[config.mk]
export PLATFORM = sky130hd
export DESIGN_NAME = zigzag_varint_encoder
export DESIGN_NICKNAME = d
export VERILOG_FILES = /design/src/rtl/core/zve_pkg.sv /design/src/rtl/core/zve_slicer.sv /design/src/rtl/core/zve_out_reg.sv /design/src/rtl/core/zigzag_varint_encoder.sv
export SDC_FILE = /design/constraint.sdc
export NUM_CORES = 1
export LEC_CHECK = 0
export BUFFER_PORTS_ARGS = -buffer_cell sky130_fd_sc_hd__buf_2
export CAP_MARGIN = 25
export CORE_UTILIZATION = 40
export CTS_CLUSTER_DIAMETER = 200
export DETAILED_ROUTE_END_ITERATION = 8
export GPL_ROUTABILITY_DRIVEN = 1
export PLACE_DENSITY_LB_ADDON = 0.05
export SLEW_MARGIN = 30
export SYNTH_ARGS = -nofsm -noshare
export SYNTH_HDL_FRONTEND = slang
export SYNTH_SLANG_ARGS = --single-unit
export TNS_END_PERCENT = 10
[constraint.sdc]
create_clock -name clk_i -period 2.25 [get_ports clk_i]
set_clock_uncertainty 0.2 [all_clocks]
set_input_delay 0.45 -clock clk_i [delete_from_list [all_inputs] [get_ports clk_i]]
set_output_delay 0.45 -clock clk_i [all_outputs]
set_load 0.005 [all_outputs]
[src/rtl/core/zve_pkg.sv]
`timescale 1ns / 1ps
`default_nettype none
// ----------------------------------------------------------------------------
// zve_pkg
// Shared types, widths and the zigzag fold for the varint encoder.
// ----------------------------------------------------------------------------
package zve_pkg;

  localparam int unsigned ValueW = 32;
  localparam int unsigned GroupW = 7;
  localparam int unsigned ByteW  = 8;

  // one output word: encoded byte plus end-of-value flag
  typedef struct packed {
    logic [ByteW-1:0] out_byte;
    logic             last;
  } zve_word_t;

  // non-negative v -> 2v, negative v -> 2*(~v)+1
  function automatic logic [ValueW-1:0] zigzag_fold(input logic [ValueW-1:0] raw);
    logic [ValueW-1:0] sign_mask;
    sign_mask = {ValueW{raw[ValueW-1]}};
    return {raw[ValueW-2:0], 1'b0} ^ sign_mask;
  endfunction

endpackage
`default_nettype wire

[src/rtl/core/zve_slicer.sv]
`timescale 1ns / 1ps
`default_nettype none
// ----------------------------------------------------------------------------
// zve_slicer
// Holds the folded code of one value and peels off one 7-bit group per
// cycle while the output register can take a word.
// ----------------------------------------------------------------------------
module zve_slicer (
  input  wire logic                         clk_i,
  input  wire logic                         rst_ni,
  input  wire logic                         in_valid_i,
  output      logic                         in_stall_o,
  input  wire logic signed [zve_pkg::ValueW-1:0] value_i,
  input  wire logic                         out_ready_i,
  output      logic                         word_valid_o,
  output      zve_pkg::zve_word_t           word_o
);
  import zve_pkg::*;

  logic [ValueW-1:0] code_q, code_d;
  logic              busy_q, busy_d;
  logic [ValueW-1:0] rest;
  logic              more;
  logic              emit;
  logic              load;

  assign rest = code_q >> GroupW;
  assign more = (rest != '0);
  assign emit = busy_q && out_ready_i;

  // free when idle or when the final group leaves this cycle
  assign in_stall_o = busy_q && !(emit && !more);
  assign load       = in_valid_i && !in_stall_o;

  assign word_valid_o    = busy_q;
  assign word_o.out_byte = {more, code_q[GroupW-1:0]};
  assign word_o.last     = !more;

  always_comb begin
    code_d = code_q;
    busy_d = busy_q;
    if (emit) begin
      code_d = rest;
      busy_d = more;
    end
    if (load) begin
      code_d = zigzag_fold(value_i);
      busy_d = 1'b1;
    end
  end

  always_ff @(posedge clk_i or negedge rst_ni) begin
    if (!rst_ni) begin
      busy_q <= 1'b0;
    end else begin
      busy_q <= busy_d;
    end
  end

  always_ff @(posedge clk_i) begin
    code_q <= code_d;
  end

endmodule
`default_nettype wire

[src/rtl/core/zve_out_reg.sv]
`timescale 1ns / 1ps
`default_nettype none
// ----------------------------------------------------------------------------
// zve_out_reg
// Output register; takes a new word whenever empty or being drained.
// ----------------------------------------------------------------------------
module zve_out_reg (
  input  wire logic               clk_i,
  input  wire logic               rst_ni,
  input  wire logic               word_valid_i,
  input  wire zve_pkg::zve_word_t word_i,
  output      logic               ready_o,
  output      logic               out_valid_o,
  input  wire logic               out_stall_i,
  output      logic [zve_pkg::ByteW-1:0] out_byte_o,
  output      logic               last_o
);
  import zve_pkg::*;

  logic      valid_q, valid_d;
  zve_word_t word_q;

  assign ready_o = !valid_q || !out_stall_i;
  assign valid_d = ready_o ? word_valid_i : valid_q;

  always_ff @(posedge clk_i or negedge rst_ni) begin
    if (!rst_ni) begin
      valid_q <= 1'b0;
    end else begin
      valid_q <= valid_d;
    end
  end

  always_ff @(posedge clk_i) begin
    if (ready_o && word_valid_i) begin
      word_q <= word_i;
    end
  end

  assign out_valid_o = valid_q;
  assign out_byte_o  = word_q.out_byte;
  assign last_o      = word_q.last;

endmodule
`default_nettype wire

[src/rtl/core/zigzag_varint_encoder.sv]
`timescale 1ns / 1ps
`default_nettype none
// ----------------------------------------------------------------------------
// zigzag_varint_encoder
// Zigzag varint encoder for signed 32-bit values.
//
// Input channel: value_i with in_valid_i / in_stall_o; a word is taken at a
// clock edge with valid high and stall low. Output channel: out_byte_o and
// last_o with out_valid_o / out_stall_i. Each value gives one to five bytes,
// least significant 7-bit group first, bit 7 set while more bytes follow,
// last_o high on the final byte.
// The first byte passes through the slicer's code register and then the
// output register before it shows at out_valid_o. Throughput: one byte per
// cycle while the output register can drain; the next value is taken in the
// cycle its predecessor's final byte moves into the output register.
// The slicer's code register sets that rate: one group leaves per cycle.
// Reset clears the valid flags of the slicer and output register; nothing
// else needs clearing. While out_stall_i is high a full output register
// holds its word, the slicer waits; in_stall_o rises once the slicer is full.
// ----------------------------------------------------------------------------
module zigzag_varint_encoder (
  input  wire logic                              clk_i,
  input  wire logic                              rst_ni,
  input  wire logic                              in_valid_i,
  output      logic                              in_stall_o,
  input  wire logic signed [zve_pkg::ValueW-1:0] value_i,
  output      logic                              out_valid_o,
  input  wire logic                              out_stall_i,
  output      logic [zve_pkg::ByteW-1:0]         out_byte_o,
  output      logic                              last_o
);
  import zve_pkg::*;

  logic      word_valid;
  zve_word_t word;
  logic      out_ready;

  zve_slicer u_slicer (
    .clk_i        (clk_i),
    .rst_ni       (rst_ni),
    .in_valid_i   (in_valid_i),
    .in_stall_o   (in_stall_o),
    .value_i      (value_i),
    .out_ready_i  (out_ready),
    .word_valid_o (word_valid),
    .word_o       (word)
  );

  zve_out_reg u_out_reg (
    .clk_i        (clk_i),
    .rst_ni       (rst_ni),
    .word_valid_i (word_valid),
    .word_i       (word),
    .ready_o      (out_ready),
    .out_valid_o  (out_valid_o),
    .out_stall_i  (out_stall_i),
    .out_byte_o   (out_byte_o),
    .last_o       (last_o)
  );

endmodule
`default_nettype wire

==> summary.txt <==
Post-route cell area - 2650 um^2
Critical path capture point type - flop
Final hold viol count - 0
Initial Util - 42.8%
Comb pwr share - 9.9%
Post-synthesis average cell area - 15.4 um^2
Critical path class - flop to flop
Post-DP Area - 2460 um^2
Core Area - 4850 um^2
Remaining DRCs - 0
Wire per inst - 13.6 um
Post-synth top area share - 59.3%
Maximum clock frequency - 399 MHz
Critical path required time - 2090 ps
Max-Cap Viols - 0
Initial antenna violation count - 0
IO Count - 47
H-tree lvl count - 2
RSZ-0062 raised after global routing - yes
Fin. max-slew vios - 0
CP startpoint kind - flop
Yosys cell types - 21
Post-Syn Area - 2070 um^2
Leakage - 1.10 nW
ANT cells - 0
Area Growth Syn to Fin - 27.9%
Cell taking the most area after synthesis - edfxtp_1
Total power - 1.55 mW
Pin count of the biggest net entering global routing - 33
Worst-Skew Late Latency - 290 ps
DIE WIDTH - 74.0 um
Via count - 1219
Switch Pwr - 0.339 mW
Clock share of power - 29.8%
Final WS setup - -259 ps
HPWL reported at the end of detailed placement - 2520 um
Vias in the first global route - 1271
Fraction of layout cells with a size suffix above 1 - 54.8%
Warnings from Yosys - 0
Vias per inst - 4.58
Net Sw Frac - 21.9%
Mapped Cells - 135
Pwr/cell area - 585 nW/um^2
Iteration count of the initial detailed-routing pass - 4
Status - finished, violations left
Clock-pin slew of the registers on the worst-case setup and hold paths - 80 ps
Drt total wl - 3610 um
Crit share post-route - 112%
Peak VDD IR - 0.286 mV
Port bufs - 46
Worst slew pin tran - 841 ps
TritonCTS buffer count - 5
Starting DRT DRC Count - 44
Commonest non-fill, non-tap cell in the layout - buf_2
GRT Total Usage - 14.6%
CTS tree - built
Die area - 5480 um^2
First-pass GRT wire length - 5750 um
Failing checks - setup timing
Die Y - 74.0 um
Yosys reg bits - 43
Worst min path class - input pin to flop
Core Rows - 25
Crit Path Max Fanout - 11
Internal Power - 1.21 mW
Post-synthesis sequential area ratio - 61.8%
Commonest cells after routing, fill and taps aside - 46 x buf_2, 41 x edfxtp_1, 31 x xor2_1, 20 x mux2_2, 11 x buf_4
Final min period - 2510 ps
Gr ovfl total - 0
Final Wtd Congestion - 0.745
CTS sink count - 43
Nets - 234
Setup violations, final - 33
Synth area leaders - edfxtp_1 59%, xor2_1 13%, mux2_2 13%
Mapped Nets - 171
Clock root buffer - clkbuf_8
Longest Clk Path Bufs - 2
Antenna Nets Post-Route - 0
Worst slack, placed - -232 ps
Max_slew headroom - 44.0%
Critical Path AT - 2350 ps
Reg power frac - 60.3%
per-layer routing:
| layer | track usage, % | wire [um] | vias up |
|---|---|---|---|
| met3 | 4.47 | 161 | 6 |
| met2 | 25.8 | 1970 | 33 |
| li1 | - | - | 608 |
| met1 | 16.5 | 1420 | 572 |
| met4 | 5.77 | 52 | 0 |
| met5 | 0 | 0 | - |
sequential cells by signal (all words and copies together), names as in the netlist:
name and cells:
u_out_reg.out_byte_o 8, u_slicer.word_valid_o 1, u_out_reg.out_valid_o 1, u_out_reg.last_o 1, u_slicer.code_q 32
cell usage after synthesis, drive strengths merged:
master	number
edfxtp	41
xor2	31
mux2	25
and2	8
buf	6
nor4	5
nand2b	4
inv	3
nand2	3
dfrtp	2
o41ai	2
clkbuf	1
nand4	1
nor2	1
nor3	1
or3	1
stage by stage:
step           setup TNS (ps)  utilization (%)  std cells  hold WS [ps]
2_1_floorplan           -1640                -        135         -45.6
4_1_cts                 -4880             54.1        265           173
5_1_grt                 -9980             54.7        266           184
6_report                -6460             54.7        266           181
3_5_place_dp            -5030             50.7        254          35.3
3_3_place_gp            -4450             50.7        254          34.0
kinds of logic after synthesis:
logic type | count (synthesis) | share of synthesized area [%]
AO/OA/AOI/OAI | 2 | 1.75
AND/OR/NAND/NOR | 24 | 7.12
multiplexers | 25 | 13.6
XOR/XNOR | 31 | 13.1
flip-flops | 43 | 61.8
buffers and inverters | 10 | 2.71
final timing paths:
kind	slack (ps)	from	cells after the start	to
setup / recovery	-260	u_slicer.code_q[14]	6	u_slicer.code_q[7]
hold / removal	180	in_valid_i	2	u_slicer.word_valid_o
setup reg to reg	-260	u_slicer.code_q[14]	6	u_slicer.code_q[7]
hold reg to reg	220	u_slicer.code_q[0]	0	u_out_reg.out_byte_o[0]
max in group asynchronous	1480	rst_ni	2	u_slicer.word_valid_o
min in group asynchronous	280	rst_ni	2	u_out_reg.out_valid_o
layout make-up:
cell class	count	area [um^2]
multi-input cells	82	805
clock inverters	3	15.0
inverters	3	11.3
fillers	427	2200
well taps	67	83.8
flip-flops and latches	43	1280
repair buffers	63	388
clock buffers	5	68.8
power groups by stage:
stage,Clock [mW],Combinational (mW),Sequential (mW)
floorplan,0,0.0780,0.948
global placement,0,0.147,0.951
detailed placement,0,0.149,0.952
CTS,0.486,0.156,0.936
global route,0.512,0.172,0.941
finish,0.462,0.154,0.937
worst max-delay path, cell delays in order (launching register included):
cell and delay, ps:
edfxtp_1 410, nor4_1 340, nand4_1 170, buf_4 170
o41ai_4 410, buf_6 220, mux2_2 350
repair_timing:
item | in CTS | in global routing
resized for setup | 10 | 6
pin swaps | 6 | 0
hold buffers | 1 | 0
hold endpoints to repair | 2 | 0
setup buffers | 2 | 1
setup endpoints to repair | 30 | 33
Note: power is estimated with default switching activity, not from simulation.
